==> config.mk <==
export PLATFORM = sky130hd
export DESIGN_NAME = post_code_snoop_fifo
export DESIGN_NICKNAME = d
export VERILOG_FILES = /design/src/rtl/pcsf_pkg.sv /design/src/rtl/pcsf_ram.sv /design/src/rtl/post_code_snoop_fifo.sv
export VERILOG_INCLUDE_DIRS = /design/src /design/src/rtl
export SDC_FILE = /design/constraint.sdc
export NUM_CORES = 1
export LEC_CHECK = 0
export BUFFER_PORTS_ARGS = -buffer_cell sky130_fd_sc_hd__buf_2
export CELL_PAD_IN_SITES_DETAIL_PLACEMENT = 1
export CELL_PAD_IN_SITES_GLOBAL_PLACEMENT = 1
export CORE_AREA = 5 5 188 190
export DETAILED_ROUTE_END_ITERATION = 16
export DIE_AREA = 0 0 193 195
export GPL_ROUTABILITY_DRIVEN = 0
export HOLD_SLACK_MARGIN = 0.12
export PLACE_DENSITY_LB_ADDON = 0.1
export SLEW_MARGIN = 40
export SYNTH_ARGS = -nofsm -noshare
export SYNTH_HDL_FRONTEND = slang
export SYNTH_SLANG_ARGS = --single-unit
==> constraint.sdc <==
create_clock -name clk_i -period 3.7 [get_ports clk_i]
set_input_delay 0.555 -clock clk_i [delete_from_list [all_inputs] [get_ports clk_i]]
set_output_delay 0.555 -clock clk_i [all_outputs]
set_load 0.01 [all_outputs]
==> src/rtl/assert_macros.svh <==
// ----------------------------------------------------------------------------
// Assertion macros
// Shared concurrent assertion forms, clocked on clk_i, disabled in reset.
// ----------------------------------------------------------------------------
`ifndef ASSERT_MACROS_SVH
`define ASSERT_MACROS_SVH

// same-cycle implication
`define ASSERT_IMPLIES(label, ante, cons, msg) \
  label: assert property (@(posedge clk_i) disable iff (!rst_ni) (ante) |-> (cons)) \
    else $error(msg);

// next-cycle implication
`define ASSERT_NEXT(label, ante, cons, msg) \
  label: assert property (@(posedge clk_i) disable iff (!rst_ni) (ante) |=> (cons)) \
    else $error(msg);

`endif

==> src/rtl/pcsf_pkg.sv <==
// ----------------------------------------------------------------------------
// pcsf_pkg
// Register map, enable and status bits, opcodes for the post code snoop FIFO.
// ----------------------------------------------------------------------------
`default_nettype none

package pcsf_pkg;

  localparam int unsigned RegCount = 10;

  localparam logic [3:0] RG_CMP2_LO = 4'd0;
  localparam logic [3:0] RG_CMP2_HI = 4'd1;
  localparam logic [3:0] RG_ENABLE  = 4'd2;
  localparam logic [3:0] RG_STATUS  = 4'd3;
  localparam logic [3:0] RG_DATA    = 4'd4;
  localparam logic [3:0] RG_CMP1_LO = 4'd7;
  localparam logic [3:0] RG_CMP1_HI = 4'd8;

  localparam logic [7:0] CMP1_LO_RESET = 8'h80;

  localparam int unsigned EN_CMP1_BIT  = 7;
  localparam int unsigned EN_CMP2_BIT  = 6;
  localparam int unsigned EN_FRAME_BIT = 3;
  localparam int unsigned EN_DWORD_BIT = 2;

  localparam int unsigned ST_VALID_BIT = 7;
  localparam int unsigned ST_OVF_BIT   = 5;

  typedef enum logic [1:0] {
    OP_READ  = 2'd0,
    OP_WRITE = 2'd1,
    OP_SNOOP = 2'd2
  } opcode_e;

  typedef struct packed {
    logic       irq;
    logic [7:0] read_data;
  } pcsf_res_t;

endpackage

`default_nettype wire

==> src/rtl/pcsf_ram.sv <==
// ----------------------------------------------------------------------------
// pcsf_ram
// Generic single-write, single-read RAM with registered read data.
// ----------------------------------------------------------------------------
`default_nettype none

module pcsf_ram #(
  parameter int unsigned WIDTH = 9,
  parameter int unsigned DEPTH = 16,
  localparam int unsigned AW = (DEPTH > 1) ? $clog2(DEPTH) : 1
) (
  input  wire logic             clk_i,
  input  wire logic             we_i,
  input  wire logic [AW-1:0]    waddr_i,
  input  wire logic [WIDTH-1:0] wdata_i,
  input  wire logic             re_i,
  input  wire logic [AW-1:0]    raddr_i,
  output logic      [WIDTH-1:0] rdata_o
);

  logic [WIDTH-1:0] mem_q [DEPTH];

  always_ff @(posedge clk_i) begin
    if (we_i) begin
      mem_q[waddr_i] <= wdata_i;
    end
    if (re_i) begin
      rdata_o <= mem_q[raddr_i];
    end
  end

endmodule

`default_nettype wire

==> src/rtl/post_code_snoop_fifo.sv <==
// ----------------------------------------------------------------------------
// post_code_snoop_fifo
// Post code snoop block: byte register file, head data/status pair, queue RAM.
// ----------------------------------------------------------------------------
// Flow: register accesses and ignored snoops go from accept to ST_HOLD, a data
// read that pops the queue passes ST_POP first (one RAM read), and a captured
// snoop stays in ST_PUSH for each byte, 1 byte normally and 1 to 4 in dword capture.
// ST_HOLD loads the result into the output register; the next word is taken once
// it sits there. Reset clears control state and the register file
// (compare1 low to 0x80); queue RAM contents stay undefined, no clearing pass.
`default_nettype none

`include "assert_macros.svh"

module post_code_snoop_fifo #(
  parameter int unsigned QUEUE_DEPTH = 16
) (
  input  wire logic        clk_i,
  input  wire logic        rst_ni,
  input  wire logic        s_axis_tvalid,
  output logic             s_axis_tready,
  // [7:0] reg_offset, [15:8] write_data, [31:16] post_addr, [63:32] post_data
  input  wire logic [63:0] s_axis_tdata,
  // [1:0] opcode
  input  wire logic [1:0]  s_axis_tuser,
  output logic             m_axis_tvalid,
  input  wire logic        m_axis_tready,
  // [7:0] read_data, [8] irq, [15:9] zero
  output logic [15:0]      m_axis_tdata
);

  import pcsf_pkg::*;

  localparam int unsigned AW = (QUEUE_DEPTH > 1) ? $clog2(QUEUE_DEPTH) : 1;
  localparam int unsigned CW = $clog2(QUEUE_DEPTH + 1);
  localparam int unsigned TW = CW + 1;

  localparam logic [1:0] ST_IDLE = 2'd0;
  localparam logic [1:0] ST_POP  = 2'd1;
  localparam logic [1:0] ST_PUSH = 2'd2;
  localparam logic [1:0] ST_HOLD = 2'd3;

  logic [1:0]    state_q, state_d;
  logic [7:0]    rf_q [RegCount];
  logic [7:0]    rf_d [RegCount];
  logic [AW-1:0] head_q, head_d;
  logic [CW-1:0] cnt_q, cnt_d;
  logic          irq_q, irq_d;
  logic [7:0]    res_q, res_d;
  logic [31:0]   shift_q, shift_d;
  logic          dword_q, dword_d;
  logic          mark_q, mark_d;
  logic          m_valid_q, m_valid_d;
  pcsf_res_t     m_res_q, m_res_d;

  logic          in_acc;
  opcode_e       opcode;
  logic [7:0]    reg_offset;
  logic [7:0]    write_data;
  logic [15:0]   post_addr;
  logic [3:0]    reg_idx;
  logic          reg_ok;
  logic          dword_en;
  logic          match1;
  logic          match2;
  logic          queue_full;
  logic [TW-1:0] tail_sum;
  logic [AW-1:0] tail_addr;
  logic [7:0]    push_data;
  logic          push_last;
  logic          push_mark;
  logic          pop_req;

  logic          ram_we;
  logic          ram_re;
  logic [8:0]    ram_rdata;

  assign s_axis_tready = (state_q == ST_IDLE);
  assign in_acc        = s_axis_tvalid && s_axis_tready;
  assign opcode        = opcode_e'(s_axis_tuser);
  assign reg_offset    = s_axis_tdata[7:0];
  assign write_data    = s_axis_tdata[15:8];
  assign post_addr     = s_axis_tdata[31:16];
  assign reg_idx       = reg_offset[4:1];
  assign reg_ok        = !reg_offset[0] && (reg_offset[7:1] < 7'(RegCount));
  assign pop_req       = in_acc && (opcode == OP_READ) && reg_ok
                         && (reg_idx == RG_DATA) && (cnt_q != '0);

  assign dword_en = rf_q[RG_ENABLE][EN_DWORD_BIT];
  assign match1   = (dword_en || rf_q[RG_ENABLE][EN_CMP1_BIT])
                    && (post_addr == {rf_q[RG_CMP1_HI], rf_q[RG_CMP1_LO]});
  assign match2   = rf_q[RG_ENABLE][EN_CMP2_BIT]
                    && (post_addr == {rf_q[RG_CMP2_HI], rf_q[RG_CMP2_LO]});

  assign queue_full = (cnt_q == CW'(QUEUE_DEPTH));
  assign tail_sum   = TW'(head_q) + TW'(cnt_q);
  assign tail_addr  = (tail_sum >= TW'(QUEUE_DEPTH)) ? AW'(tail_sum - TW'(QUEUE_DEPTH))
                                                     : AW'(tail_sum);
  assign push_data  = shift_q[7:0];
  assign push_last  = !dword_q || (shift_q[31:8] == 24'd0);
  assign push_mark  = dword_q ? push_last : mark_q;
  assign ram_we     = (state_q == ST_PUSH) && !queue_full && rf_q[RG_STATUS][ST_VALID_BIT];

  always_comb begin
    state_d   = state_q;
    rf_d      = rf_q;
    head_d    = head_q;
    cnt_d     = cnt_q;
    irq_d     = irq_q;
    res_d     = res_q;
    shift_d   = shift_q;
    dword_d   = dword_q;
    mark_d    = mark_q;
    ram_re    = 1'b0;
    m_valid_d = m_valid_q && !m_axis_tready;
    m_res_d   = m_res_q;

    unique case (state_q)
      ST_IDLE: begin
        if (in_acc) begin
          res_d   = 8'd0;
          state_d = ST_HOLD;
          unique case (opcode)
            OP_READ: begin
              if (reg_ok) begin
                res_d = rf_q[reg_idx];
                if (reg_idx == RG_STATUS) begin
                  rf_d[RG_STATUS][ST_OVF_BIT] = 1'b0;
                end else if (reg_idx == RG_DATA) begin
                  if (cnt_q == '0) begin
                    rf_d[RG_STATUS][ST_VALID_BIT] = 1'b0;
                    irq_d = 1'b0;
                  end else begin
                    ram_re  = 1'b1;
                    state_d = ST_POP;
                  end
                end
              end
            end
            OP_WRITE: begin
              if (reg_ok) begin
                rf_d[reg_idx] = write_data;
              end
            end
            OP_SNOOP: begin
              if (match1 || (match2 && !dword_en)) begin
                shift_d = s_axis_tdata[63:32];
                dword_d = dword_en;
                mark_d  = !match1;
                state_d = ST_PUSH;
              end
            end
            default: begin
            end
          endcase
        end
      end
      ST_POP: begin
        rf_d[RG_DATA]   = ram_rdata[7:0];
        rf_d[RG_STATUS] = {1'b1, 6'd0, ram_rdata[8]};
        head_d  = (head_q == AW'(QUEUE_DEPTH - 1)) ? '0 : head_q + AW'(1);
        cnt_d   = cnt_q - CW'(1);
        irq_d   = rf_q[RG_ENABLE][EN_FRAME_BIT];
        state_d = ST_HOLD;
      end
      ST_PUSH: begin
        if (queue_full) begin
          rf_d[RG_STATUS][ST_OVF_BIT] = 1'b1;
        end else if (rf_q[RG_STATUS][ST_VALID_BIT]) begin
          cnt_d = cnt_q + CW'(1);
        end else begin
          rf_d[RG_DATA]   = push_data;
          rf_d[RG_STATUS] = {1'b1, 6'd0, push_mark};
        end
        shift_d = {8'd0, shift_q[31:8]};
        if (push_last) begin
          irq_d   = rf_q[RG_ENABLE][EN_FRAME_BIT] && rf_d[RG_STATUS][ST_VALID_BIT];
          state_d = ST_HOLD;
        end
      end
      ST_HOLD: begin
        if (!m_valid_q || m_axis_tready) begin
          m_valid_d         = 1'b1;
          m_res_d.read_data = res_q;
          m_res_d.irq       = irq_q;
          state_d           = ST_IDLE;
        end
      end
      default: begin
        state_d = ST_IDLE;
      end
    endcase
  end

  always_ff @(posedge clk_i or negedge rst_ni) begin
    if (!rst_ni) begin
      state_q   <= ST_IDLE;
      head_q    <= '0;
      cnt_q     <= '0;
      irq_q     <= 1'b0;
      m_valid_q <= 1'b0;
      for (int i = 0; i < RegCount; i++) begin
        rf_q[i] <= (i == int'(RG_CMP1_LO)) ? CMP1_LO_RESET : 8'd0;
      end
    end else begin
      state_q   <= state_d;
      head_q    <= head_d;
      cnt_q     <= cnt_d;
      irq_q     <= irq_d;
      m_valid_q <= m_valid_d;
      rf_q      <= rf_d;
    end
  end

  always_ff @(posedge clk_i) begin
    res_q   <= res_d;
    shift_q <= shift_d;
    dword_q <= dword_d;
    mark_q  <= mark_d;
    m_res_q <= m_res_d;
  end

  pcsf_ram #(
    .WIDTH (9),
    .DEPTH (QUEUE_DEPTH)
  ) u_queue_ram (
    .clk_i   (clk_i),
    .we_i    (ram_we),
    .waddr_i (tail_addr),
    .wdata_i ({push_mark, push_data}),
    .re_i    (ram_re),
    .raddr_i (head_q),
    .rdata_o (ram_rdata)
  );

  assign m_axis_tvalid = m_valid_q;
  assign m_axis_tdata  = {7'd0, m_res_q};

  `ASSERT_IMPLIES(a_cnt_bound, 1'b1, cnt_q <= CW'(QUEUE_DEPTH), "queue count past depth")
  `ASSERT_IMPLIES(a_pop_nonempty, state_q == ST_POP, cnt_q != '0, "pop from empty queue")
  `ASSERT_NEXT(a_pop_issued, pop_req, state_q == ST_POP, "data read did not pop")
  `ASSERT_NEXT(a_ovf_on_full, state_q == ST_PUSH && queue_full, rf_q[RG_STATUS][ST_OVF_BIT], "full queue did not flag overflow")

endmodule

`default_nettype wire

# Word-level counts from Yosys, hierarchy flattened
# Memories as Yosys holds them, arrays and structs flattened. A register that Yosys moved wholly into a read port is not among the register bits.
# Cells that the tools add are included.
[totals] regBits=144 latch_bits=0 ramBits=144 mem_bits_ro=0 in_bits=70 output_inout_bits=18 mem_count=1
[mem_list] name="u_queue_ram.mem_q" words=16 word_bits=9 rd=1 rd_ports_with_merged_regs=1 wr=1 line_no="pcsf_ram.sv:21" text="logic [WIDTH-1:0] mem_q [DEPTH];"
[op_classes] add_sub_neg=5 multipliers=0 div=0 order_cmp=4 n_eq_ne=33 shift=0 n_mux=59 n_bitwise=1 reduce_logical=40
[op_table] cell="56-bit 2-to-1 mux" count=2
[op_table] cell="32-bit 2-to-1 mux" count=3
[op_table] cell="80-bit bitwise mux" count=1
[op_table] cell="32-bit one-hot mux with 2 select lines" count=1
[op_table] cell="53-bit 2-to-1 mux" count=1
[op_table] cell="16-bit one-hot mux with 3 select lines" count=1
[op_table] cell="8-bit binary-select mux with 4-bit select" count=1
[op_table] cell="8-bit demux with 4-bit select" count=1
[op_table] cell="16-bit == test" count=2
[op_table] cell="24-bit zero test" count=1
[op_table] cell="1-bit 2-to-1 mux" count=24
[op_table] cell="8-bit 2-to-1 mux" count=3
[op_table] cell="2-bit 2-to-1 mux" count=9
[op_table] cell="2-bit by 1-bit != test with 1-bit output, second input constant" count=8
[op_table] cell="8-bit AND reduction" count=2
[op_table] cell="15-bit 2-to-1 mux" count=1
[op_table] cell="13-bit 2-to-1 mux" count=1
[op_table] cell="2-bit != test, second input constant" count=6
[op_table] cell="3-bit != test, second input constant" count=4
[op_table] cell="4-bit AND reduction" count=3
[op_table] cell="1-bit logical AND" count=10
[op_table] cell="5-bit 2-to-1 mux" count=2
[op_table] cell="5-bit one-hot mux with 2 select lines" count=1
[op_table] cell="3-bit by 2-bit != test with 1-bit output, second input constant" count=3
[op_table] cell="other kinds (32)" count=51

# Logic depth before layout (Yosys ltp)
# Gate-level depths: netlist of the first run.
[depth] word_depth=10 ltp_mapped=9

# By module
# Synthesis of the first run repeated with hierarchy kept, for this count alone.
[unflattened] hier_cells=817 hier_area_um2=13269.0
[modules_own_cells] module="post_code_snoop_fifo" instances=1 cells_per_inst=563 area_per_inst_um2=7398.3
[modules_own_cells] module="pcsf_ram" instances=1 cells_per_inst=254 area_per_inst_um2=5870.6

# Worst setup path after synthesis of the first run
# No wires, ideal clock.
[synth_timing] path_type="reg2reg" from="register state_q[0]" to="memory u_queue_ram.mem_q[0][0] (enable)" setup_ns=0.399 t_arrival_ns=2.418 setup_slack_ns=0.883 path_stages_with_launch=7 synth_period_minus_slack_ns=2.817 path_cell_list="dfrtp_1 inv_1 ha_1 clkbuf_1 clkbuf_1 nand3_1 nor4_1"
[synth_between] elab_chain_len=5
[synth_lines] element="start: declaration" line_no="post_code_snoop_fifo.sv:43" text="logic [1:0] state_q, state_d;"
[synth_lines] element="start signal: assignment" line_no="post_code_snoop_fifo.sv:206" text="state_q <= state_d;"
[synth_lines] element="2-bit == test" line_no="post_code_snoop_fifo.sv:102" text="assign ram_we = (state_q == ST_PUSH) && !queue_full && rf_q[RG_STATUS][ST_VALID_BIT];"
[synth_lines] element="1-bit logical AND (2 in a row)" line_no="post_code_snoop_fifo.sv:102"
[synth_lines] element="1-bit 2-to-1 mux" line_no="pcsf_ram.sv:24" text="if (we_i) begin"
[synth_lines] element="1-bit 2-to-1 mux (implied by the code)" line_no="pcsf_ram.sv:25" text="mem_q[waddr_i] <= wdata_i;"
[synth_lines] element="end: declaration" line_no="pcsf_ram.sv:21"
# No other way between the ends.

# Worst setup path in the final report of the first run
[layout_timing] from="register head_q[1]" to="memory u_queue_ram.mem_q[4][2] (enable)"
[layout_between] elab_chain_len=3
[layout_lines] element="start: declaration" line_no="post_code_snoop_fifo.sv:46" text="logic [AW-1:0] head_q, head_d;"
[layout_lines] element="start signal: assignment" line_no="post_code_snoop_fifo.sv:198" text="head_q <= '0;"
[layout_lines] element="start signal: assignment" line_no="post_code_snoop_fifo.sv:207" text="head_q <= head_d;"
[layout_lines] element="4-bit by 5-bit adder with 6-bit output *" line_no="post_code_snoop_fifo.sv:96" text="assign tail_sum = TW'(head_q) + TW'(cnt_q);"
[layout_lines] element="6-bit by 5-bit >= comparator with 1-bit output or 4-bit by 1-bit subtractor with 4-bit output (tied branches)" line_no="post_code_snoop_fifo.sv:97" text="assign tail_addr = (tail_sum >= TW'(QUEUE_DEPTH)) ? AW'(tail_sum - TW'(QUEUE_DEPTH))"
[layout_lines] element="4-bit 2-to-1 mux *" line_no="post_code_snoop_fifo.sv:97"
# Mark *: on every way between the ends. The rest lies on a longest branch, timed or not.

==> out/qor.yml, run 1 <==
overflow: 0
fin_worst_skew_ps: 20.8
ctsResizeCount: 0
yosys.area.top_type: "sky130_fd_sc_hd__edfxtp_1"
number_of_clock_sinks: 297
drt-wirelength-per-cell_microns: 23.5
postSynth.asyncResetShare: 0.313
timing.final.hold_violations: 0
chipWidth_microns: 193
timing.critical_path.slowest_cell_delay_ps: 700
syn-cell-area_sq_um: 13100
worst_hold_path_type: "in2reg"
cp.buffers_inverters: 1
pwr_density_cell_nw_per_um2: 721
crit_family: "flip-flops"
synth.avg_cell_area_sq_um: 16.3
ant_nets: 0
post-synth-top-area-fraction: 0.466
hold-path-cell-count: 2
nFillCells: 3231
achievable-frequency_mhz: 361
final_period_minus_worst_setup_slack_ps: 2770
synth_seq_area_share: 0.643
min_period_over_period: 0.748
clock_tree.htree_level_count: 2
drt_first_iter_violations: 351
synth_top_flop_cell: "sky130_fd_sc_hd__edfxtp_1"
drc_errors: 0
power_uw: 11100
layout_commonest_cell: "sky130_fd_sc_hd__edfxtp_1"
port_buffers: 80
die-area_sq_um: 37600
number_of_standard_cells_after_synthesis: 805
timing.max_cap.violations: 0
via_density_per_instance: 5.29
coreArea_sq_um: 33300
initial_utilization: 0.395
synth_edf_count: 204
final_design_area_no_fill_sq_um: 15400
timing_worst_slew_pin_value_ps: 766
routed_wirelength_microns: 32700
dieHeight_microns: 195
root_buffer: "sky130_fd_sc_hd__clkbuf_16"
reg2regPathDepth: 7
layout-area-overhead-vs-synth_pct: 17.0
finalSetupTns_ps: 0
ys_ff_latch: 297
setup.worst_path.end_class: "register"
layout.cells.most_common_list: "204 x sky130_fd_sc_hd__edfxtp_1, 91 x sky130_fd_sc_hd__dfrtp_1, 82 x sky130_fd_sc_hd__mux2_2"
path_max_fanout: 11
first_pass_grt_wire_length_microns: 50100
slew_violations: 0
grt_max_degree: 71
post_dp_cell_area_sq_um: 14200
arrival_ps: 2990
required_ps: 3920
track_usage: 0.174
hpwl_microns: 23400
drt_first_pass_iters: 4
grt_pass1_vias: 8078
design.portCount: 88
yosys.cell_types.count: 57
critical_path_cell_count: 7
critical_path.cell_chain: "ha_1 -> a21o_1 -> a21oi_1 -> xnor2_1 -> nand2b_1 -> nor2b_1 -> buf_4"
antenna_found_initial: 1
run_status: "completed"
critical_path.slowest_cell: "sky130_fd_sc_hd__dfrtp_1"
static-leakage-power_uw: 0.00580
cts_buffers: 35
cts_tree: "yes"
clock_tree.buffer_depth: 3
drive_above_1_share: 0.345
timing.max_slew.rel_slack: 0.489
rows: 67
later_pin_clock_latency_in_the_skew_report_ps: 510
rsz0062_at_grt: "no"
criticalPathCategory: "reg2reg"
clk_pin_slew_worst_paths_ps: 60
number_of_vias_after_detailed_routing: 7340
report.final.setup_viol: 0
final_nets: 997
synth.yosys.warnings: 0
startpoint_type: "register"
synth_top_cells_by_area: "sky130_fd_sc_hd__edfxtp_1 47%, sky130_fd_sc_hd__dfrtp_1 18%, sky130_fd_sc_hd__mux4_2 10%"
vdd.ir_drop.worst_mv: 0.427
-- timing repair --
item / 4_1_cts / 5_1_grt
hold buffers: 1 / 0
hold endpoints to repair: 68 / 0
buffers inserted: 0 / 0
-- final cells by class --
| class | count | area [sq um] | share of cell area |
|---|---|---|---|
| diodes | 1 | 2.50 | 0.000163 |
| clock buffers | 42 | 943 | 0.0613 |
| clock inverters | 21 | 254 | 0.0165 |
| inverters | 11 | 41.3 | 0.00268 |
| multi-input cells | 456 | 4460 | 0.290 |
| flip-flops and latches | 297 | 8460 | 0.550 |
| well taps | 448 | 561 | 0.0364 |
| repair buffers | 112 | 664 | 0.0432 |
-- metrics by stage --
step | hold WS [ps] | worst slack (ps) | std cells | util
5_1_grt | 335 | 693 | 1388 | 0.462
6_report | 342 | 932 | 1388 | 0.462
3_3_place_gp | 403 | 747 | 1322 | 0.425
2_1_floorplan | 259 | 883 | 811 | -
3_5_place_dp | 406 | 657 | 1322 | 0.425
4_1_cts | 316 | 834 | 1386 | 0.461
-- path summary, 6_finish.rpt --
kind | from | end | slack [ps]
max | head_q[1]$_DFFE_PN0P_ | u_queue_ram.mem_q[4][2]$_DFFE_PP_ | 930
min | s_axis_tdata[60] | shift_q[28]$_SDFFCE_PP0P_ | 340
max reg2reg | head_q[1]$_DFFE_PN0P_ | u_queue_ram.mem_q[4][2]$_DFFE_PP_ | 930
min reg2reg | res_q[6]$_SDFFCE_PN0P_ | m_axis_tdata[6]$_DFFE_PP_ | 420
max in group asynchronous | rst_ni | rf_q[23]$_DFFE_PN1P_ | 2300
min in group asynchronous | rst_ni | rf_q[4]$_DFFE_PN0P_ | 640
-- cell usage after synthesis (7+ instances only) --
library cell / n
sky130_fd_sc_hd__nand4_1: 11
sky130_fd_sc_hd__nor2b_1: 16
sky130_fd_sc_hd__ha_1: 12
sky130_fd_sc_hd__clkbuf_1: 21
sky130_fd_sc_hd__mux2i_1: 16
sky130_fd_sc_hd__o22ai_1: 10
sky130_fd_sc_hd__mux2_2: 82
sky130_fd_sc_hd__inv_1: 11
sky130_fd_sc_hd__mux4_2: 61
sky130_fd_sc_hd__dfrtp_1: 92
sky130_fd_sc_hd__o21ai_0: 21
sky130_fd_sc_hd__xnor2_1: 37
sky130_fd_sc_hd__edfxtp_1: 204
sky130_fd_sc_hd__buf_4: 9
sky130_fd_sc_hd__nor4_1: 11
sky130_fd_sc_hd__nor2_1: 22
sky130_fd_sc_hd__a22o_1: 16
sky130_fd_sc_hd__nand2b_1: 7
sky130_fd_sc_hd__a21oi_1: 16
sky130_fd_sc_hd__and2_1: 14
sky130_fd_sc_hd__a31oi_1: 10
sky130_fd_sc_hd__a22oi_1: 8
sky130_fd_sc_hd__nand2_1: 30
sky130_fd_sc_hd__buf_1: 7
-- power by group --
| part | switching (uW) | internal (uW) | total [uW] |
|---|---|---|---|
| Clock | 1360 | 2180 | 3540 |
| Sequential | 417 | 4190 | 4600 |
| Combinational | 1610 | 1320 | 2940 |
| Total | 3390 | 7690 | 11100 |
-- state kept, by name (all words and copies together), names as in the netlist --
signal / cells
cnt_q: 5
dword_en: 1
dword_q: 1
head_q: 4
irq_q: 1
m_axis_tdata: 9
m_axis_tvalid: 1
mark_q: 1
res_q: 8
rf_q: 79
shift_q: 32
state_q: 2
u_queue_ram.mem_q: 144
u_queue_ram.rdata_o: 9
-- metal layers --
layer	global-route usage	vias up	share of wire	routed length, microns
met3	0.0248	50	0.036	1170
met1	0.232	3802	0.43	14200
met2	0.296	137	0.50	16300
met5	0	-	0	0
met4	0.0548	0	0.032	1030
li1	-	3351	-	-
-- cells by family (layout without fill, tap and decap cells) --
kind of cell             after synthesis  in the layout  share of synthesized area
flip-flops                           297            297                      0.643
AO/OA/AOI/OAI                         96             96                     0.0478
buffers and inverters                 58            186                     0.0201
adder cells (fa/ha/maj)               14             14                     0.0145
AND/OR/NAND/NOR                      139            139                     0.0601
multiplexers                         159            159                      0.187
XOR/XNOR                              41             41                     0.0273
other                                  1              8                   0.000285
No activity file was read; power rests on OpenSTA's default activity.
==> run 2, diff against run 1 <==
==> constraint.sdc (replaced) <==
create_clock -name clk_i -period 2.45 [get_ports clk_i]
set_input_delay 0.3675 -clock clk_i [delete_from_list [all_inputs] [get_ports clk_i]]
set_output_delay 0.3675 -clock clk_i [all_outputs]
set_load 0.01 [all_outputs]
==> run 2 against run 1 <==
Compared with the run above:
- combinational power grew 67%
- clock power grew 55%
- sequential cell count stayed put
==> out/qor.yml, run 2 (synthesized netlist as in run 1, its figures left out) <==
layout.cells.most_common_list: "204 x sky130_fd_sc_hd__edfxtp_1, 90 x sky130_fd_sc_hd__dfrtp_1, 82 x sky130_fd_sc_hd__mux2_2"
grt_pass1_vias: 8333  # +3.2%
dp_worst_setup_slack_ps: -257  # -914 ps
grt_max_degree: 37  # -48%
final_nets: 1036  # +3.9%
criticalPathCategory: "reg2reg"
achievable-frequency_mhz: 420  # +16%
run_status: "completed"
finalSetupTns_ps: 0  # unchanged
timing.max_cap.violations: 0  # unchanged
die-area_sq_um: 37600  # unchanged
port_buffers: 80  # unchanged
setup.worst_path.end_class: "register"
drive_above_1_share: 0.380  # +0.0347
layout-area-overhead-vs-synth_pct: 20.7
root_buffer: "sky130_fd_sc_hd__clkbuf_16"
coreArea_sq_um: 33300  # unchanged
initial_utilization: 0.395  # unchanged
layout_commonest_cell: "sky130_fd_sc_hd__edfxtp_1"
worst_hold_path_type: "in2reg"
number_of_clock_sinks: 297  # unchanged
rr_endpoint: "shift_q[7]$_DFFE_PP_"
ant_nets: 0  # unchanged
post_dp_cell_area_sq_um: 14500  # +2.6%
dieHeight_microns: 195  # unchanged
crit_end: "shift_q[7]$_DFFE_PP_"
number_of_vias_after_detailed_routing: 7574  # +3.2%
via_density_per_instance: 5.32  # +0.51%
diode_insertion_count_for_antenna_repair: 0  # -1
static-leakage-power_uw: 0.00604  # +4.2%
required_ps: 2680  # -1240 ps
drc_errors: 0  # unchanged
rows: 67  # unchanged
clock_tree.htree_level_count: 2  # unchanged
design.portCount: 88  # unchanged
cts_tree: "yes"
reg2regPathDepth: 7  # unchanged
timing.final.hold_violations: 0  # unchanged
path_max_fanout: 13  # +2
rr_startpoint: "rf_q[19]$_DFFE_PN0P_"
ff2ff_setup_slack_ps: 70  # -860 ps
final_setup_slack_of_the_worst_path_ps: 68.4  # -864 ps
track_usage: 0.184  # +0.00958
drt_first_pass_iters: 4  # unchanged
worst_setup_path_startpoint: "rf_q[19]$_DFFE_PN0P_"
pwr_density_cell_nw_per_um2: 1090  # +51%
power_uw: 17200  # +55%
final_period_minus_worst_setup_slack_ps: 2380  # -386 ps
top_regs: "u_queue_ram.mem_q (144), rf_q (79), shift_q (32)"
final_design_area_no_fill_sq_um: 15900  # +3.2%
drt-wirelength-per-cell_microns: 24.3  # +3.3%
startpoint_type: "register"
antenna_found_initial: 0  # -1
timing_worst_slew_pin_value_ps: 752  # -14.3 ps
vdd.ir_drop.worst_mv: 0.723  # +69%
min_period_over_period: 0.972  # +0.224
drt_first_iter_violations: 344  # -2.0%
cts_buffers: 35  # unchanged
regMostFlops: "u_queue_ram.mem_q"
later_pin_clock_latency_in_the_skew_report_ps: 520  # about the same
chipWidth_microns: 193  # unchanged
slew_violations: 0  # unchanged
fin_worst_skew_ps: 19.9  # -0.844 ps
arrival_ps: 2620  # -370 ps
overflow: 0  # unchanged
timing.max_slew.rel_slack: 0.499  # +0.00956
hpwl_microns: 24600  # +4.9%
first_pass_grt_wire_length_microns: 52200  # +4.2%
clock_tree.buffer_depth: 3  # unchanged
largest_register_ff_count: 144  # unchanged
routed_wirelength_microns: 34600  # +6.0%
clk_pin_slew_worst_paths_ps: 60  # about the same
report.final.setup_viol: 0  # unchanged
==> run 2: metal layers <==
| layer | share of wire | GRT usage | vias up |
|---|---|---|---|
| li1 | - | - | 3418 |
| met1 | 0.42 | 0.237 | 3959 |
| met2 | 0.52 | 0.320 | 142 |
| met3 | 0.036 | 0.0273 | 55 |
| met4 | 0.030 | 0.0574 | 0 |
| met5 | 0 | 0 | - |
==> run 2: worst min path at each step <==
stage                           startpoint  depth (start not counted)               endpoint
after detailed placement            rst_ni                          1    rf_q[9]$_DFFE_PN0P_
after CTS                 s_axis_tdata[45]                          2  shift_q[13]$_DFFE_PP_
after global placement              rst_ni                          1    rf_q[9]$_DFFE_PN0P_
after floorplan                     rst_ni                          0   cnt_q[0]$_DFFE_PN0P_
final                     s_axis_tdata[45]                          2  shift_q[13]$_DFFE_PP_
after global routing      s_axis_tdata[45]                          2  shift_q[13]$_DFFE_PP_
==> run 2: power by group <==
part,switching [uW],internal [uW]
clock network,2050,3410
logic,2670,2240
registers,536,6320
total,5250,12000
==> run 2: repair_timing <==
| action | 4_1_cts | 5_1_grt |
|---|---|---|
| pin swaps | 1 | 5 |
| hold buffers | 4 | 0 |
| buffers inserted | 1 | 1 |
| hold endpoints to repair | 35 | 0 |
| setup endpoints to repair | 26 | 32 |
| cloned | 0 | 1 |
| resized for setup | 2 | 6 |
==> run 2: layout make-up <==
| cell class | instances | area [sq um] |
|---|---|---|
| Clock inverter | 20 | 269 |
| Fill cell | 3202 | 17400 |
| Inverter | 11 | 41.3 |
| Clock buffer | 42 | 953 |
| Timing Repair Buffer | 151 | 1080 |
| Sequential cell | 297 | 8460 |
| Tap cell | 448 | 561 |
| Multi-Input combinational cell | 456 | 4510 |
==> run 2: worst max-delay path, stage by stage (launching register included) <==
cell and delay (ps):
sky130_fd_sc_hd__dfrtp_2 450, sky130_fd_sc_hd__xnor2_2 190, sky130_fd_sc_hd__nand4_1 150, sky130_fd_sc_hd__nor4_2 350
sky130_fd_sc_hd__nand4_1 280, sky130_fd_sc_hd__a21oi_2 270, sky130_fd_sc_hd__a31o_4 230, sky130_fd_sc_hd__clkbuf_16 190
==> run 2: stage by stage <==
step / utilization / instances / hold WS (ps)
6_report: 0.477 / 1425 / 148
5_1_grt: 0.477 / 1425 / 127
4_1_cts: 0.475 / 1423 / 122
3_5_place_dp: 0.436 / 1356 / 382
3_3_place_gp: 0.436 / 1356 / 377
2_1_floorplan: - / 811 / 71.9
==> run 3, diff against run 2 <==
--- a/config.mk
+++ b/config.mk
@@ -6,7 +6,7 @@
 export SDC_FILE = /design/constraint.sdc
 export NUM_CORES = 1
 export LEC_CHECK = 0
-export BUFFER_PORTS_ARGS = -buffer_cell sky130_fd_sc_hd__buf_2
+export BUFFER_PORTS_ARGS = -buffer_cell sky130_fd_sc_hd__clkbuf_2
 export CELL_PAD_IN_SITES_DETAIL_PLACEMENT = 1
 export CELL_PAD_IN_SITES_GLOBAL_PLACEMENT = 1
 export CORE_AREA = 5 5 188 190
@@ -15,6 +15,7 @@
 export GPL_ROUTABILITY_DRIVEN = 0
 export HOLD_SLACK_MARGIN = 0.12
 export PLACE_DENSITY_LB_ADDON = 0.1
+export RECOVER_POWER = 50
 export SLEW_MARGIN = 40
 export SYNTH_ARGS = -nofsm -noshare
 export SYNTH_HDL_FRONTEND = slang
==> run 3 against run 2 <==
Compared with the run above:
- die area stayed put
- register-to-register slack better by 30 ps
- combinational power down 0.8%
- non-clock buffer count shrank 6
==> out/qor.yml, run 3 (synthesized netlist as in run 1, its figures left out) <==
clock_tree.htree_level_count: 2  # unchanged
rr_endpoint: "u_queue_ram.mem_q[0][1]$_DFFE_PP_"
rsz0062_at_grt: "yes"
later_pin_clock_latency_in_the_skew_report_ps: 520  # about the same
drt-wirelength-per-cell_microns: 23.9  # -1.7%
final_period_minus_worst_setup_slack_ps: 2360  # -25.3 ps
hold-path-cell-count: 2  # unchanged
clock_power_share: 0.310  # -0.007
die-area_sq_um: 37600  # unchanged
track_usage: 0.181  # -0.00276
layout-area-overhead-vs-synth_pct: 19.7
power_uw: 17000  # -1.5%
pwr_density_cell_nw_per_um2: 1080  # -0.60%
nFillCells: 3275  # +2.3%
required_ps: 2670  # about the same
final_nets: 1029  # -0.68%
multi_input_area_sq_um: 4540  # +0.50%
initial_utilization: 0.395  # unchanged
min_period_over_period: 0.962  # -0.0103
timing.max_cap.violations: 0  # unchanged
via_density_per_instance: 5.29  # -0.40%
timing_worst_slew_pin_value_ps: 1220  # +470 ps
slew_violations: 0  # unchanged
design.portCount: 88  # unchanged
largest_register_ff_count: 144  # unchanged
use_met3: 0.0275  # +0.000179
regArea_sq_um: 8460  # about the same
power.share.switching: 0.307  # +0.00167
achievable-frequency_mhz: 424  # +1.1%
setup.worst_path.end_class: "register"
p_switching_uw: 5200  # -0.94%
top_regs: "u_queue_ram.mem_q (144), rf_q (79), shift_q (32)"
rr_startpoint: "cnt_q[1]$_DFFE_PN0P_"
grt_max_degree: 47  # +27%
drive_above_1_share: 0.369  # -0.0109
cts_tree: "yes"
rows: 67  # unchanged
groute.layer.met2.usage: 0.306  # -0.0138
ff2ff_setup_slack_ps: 90  # +30 ps
chipWidth_microns: 193  # unchanged
grt.met1_usage: 0.237  # about the same
clk_pin_slew_worst_paths_ps: 60  # about the same
number_of_vias_after_detailed_routing: 7496  # -1.0%
reg2regPathDepth: 8  # +1
p_comb_frac: 0.286  # about the same
routed_wirelength_microns: 33800  # -2.3%
timing.final.hold_violations: 0  # unchanged
place_inst: 1351  # -0.37%
report.final.setup_viol: 0  # unchanged
seqPwrFrac: 0.404  # +0.006
layout.cells.most_common_list: "204 x sky130_fd_sc_hd__edfxtp_1, 91 x sky130_fd_sc_hd__dfrtp_1, 82 x sky130_fd_sc_hd__mux2_2"
layout_commonest_cell: "sky130_fd_sc_hd__edfxtp_1"
globalRoute.busiestLayer: "met2"
fin_worst_skew_ps: 17.6  # -2.29 ps
drt_first_iter_violations: 410  # +19%
first_pass_grt_wire_length_microns: 51800  # -0.79%
static-leakage-power_uw: 0.00596  # -1.4%
port_buffers: 80  # unchanged
criticalPathCategory: "reg2reg"
arrival_ps: 2580  # -40 ps
timing.max_slew.rel_slack: 0.185  # -0.313
hold_path_startpoint: "s_axis_tdata[61]"
root_buffer: "sky130_fd_sc_hd__clkbuf_16"
drt_first_pass_iters: 4  # unchanged
drc_errors: 0  # unchanged
path_max_fanout: 5  # -8
internal_power_uw: 11800  # -1.7%
antenna_found_initial: 0  # unchanged
instances_no_fill: 1416  # -0.63%
regMostFlops: "u_queue_ram.mem_q"
diode_insertion_count_for_antenna_repair: 0  # unchanged
clock_tree.buffer_depth: 3  # unchanged
startpoint_type: "register"
ant_nets: 0  # unchanged
grt_pass1_vias: 8415  # +0.98%
cts_buffers: 34  # -2.9%
hpwl_microns: 24300  # -1.3%
run_status: "completed"
vdd.ir_drop.worst_mv: 0.892  # +23%
overflow: 0  # unchanged
worst_hold_path_type: "in2reg"
coreArea_sq_um: 33300  # unchanged
dieHeight_microns: 195  # unchanged
holdPathEnd: "shift_q[29]$_SDFFCE_PP0P_"
number_of_clock_sinks: 297  # unchanged
## run 3: cell types whose count changed in the layout (fill, tap and decap cells not counted), sizes merged
cell,previous run,this run
clkbuf,43,129
bufinv,6,5
dlygate4sd3,4,1
inv,12,10
buf,146,58
clkinv,11,10
## run 3: metrics by stage
stage	worst slack, ps	util	instance area [sq um]	setup TNS, ps	hold WS, ps
floorplan	-21.3	-	13200	-253	71.9
detailed placement	-255	0.435	14500	-5940	405
finish	93.7	0.473	15700	0	149
CTS	4.98	0.471	15700	0	120
global placement	-194	0.435	14500	-5300	401
global route	-41.3	0.473	15700	-488	121
## run 3: what timing repair did
action,CTS,global route
resized for setup,2,12
hold buffers,1,0
hold endpoints to repair,44,0
setup buffers,1,3
gates cloned,0,1
pin swaps,1,2
setup endpoints to repair,32,161
## run 3: routing by layer
metal  wire length, microns  up-vias
li1                       -     3403
met1                  14000     3872
met2                  17200      164
met3                   1340       57
met4                   1200        0
met5                      0        -
## run 3: area by class of cell
cell class	instances	area share
Clock buffer	43	0.0601
Multi-Input combinational cell	456	0.288
Inverter	11	0.00286
Timing Repair Buffer	145	0.0610
Sequential cell	297	0.538
Clock inverter	16	0.0145
Tap cell	448	0.0356
## run 3: worst max-delay path by stage
| stage | start | end | slack, ps | cells past startpoint |
|---|---|---|---|---|
| 3_3_place_gp | s_axis_tdata[0] | rf_q[54]$_DFFE_PN0P_ | -190 | 8 |
| 4_1_cts | cnt_q[1]$_DFFE_PN0P_ | u_queue_ram.mem_q[0][6]$_DFFE_PP_ | 5 | 8 |
| 2_1_floorplan | state_q[0]$_DFFE_PN0P_ | u_queue_ram.mem_q[0][0]$_DFFE_PP_ | -20 | 6 |
| 6_report | cnt_q[1]$_DFFE_PN0P_ | u_queue_ram.mem_q[0][1]$_DFFE_PP_ | 90 | 8 |
| 5_1_grt | cnt_q[1]$_DFFE_PN0P_ | u_queue_ram.mem_q[0][1]$_DFFE_PP_ | -40 | 8 |
| 3_5_place_dp | s_axis_tdata[0] | rf_q[54]$_DFFE_PN0P_ | -260 | 8 |
## run 3: critical path: stages (launching register included)
cell and delay (ps):
sky130_fd_sc_hd__dfrtp_1 390, sky130_fd_sc_hd__buf_4 170, sky130_fd_sc_hd__ha_1 270, sky130_fd_sc_hd__a21o_1 180, sky130_fd_sc_hd__a21oi_2 190, sky130_fd_sc_hd__xnor2_1 180
sky130_fd_sc_hd__nand2b_2 260, sky130_fd_sc_hd__nor4_4 180, sky130_fd_sc_hd__buf_4 220
## run 3: power by group through the flow
stage | clock network [uW] | registers (uW) | logic, uW
6_report | 5260 | 6860 | 4860
2_1_floorplan | 0 | 6770 | 3260
3_3_place_gp | 0 | 6910 | 4630
5_1_grt | 5630 | 6920 | 5330
3_5_place_dp | 0 | 6960 | 4810
4_1_cts | 5420 | 6870 | 4850
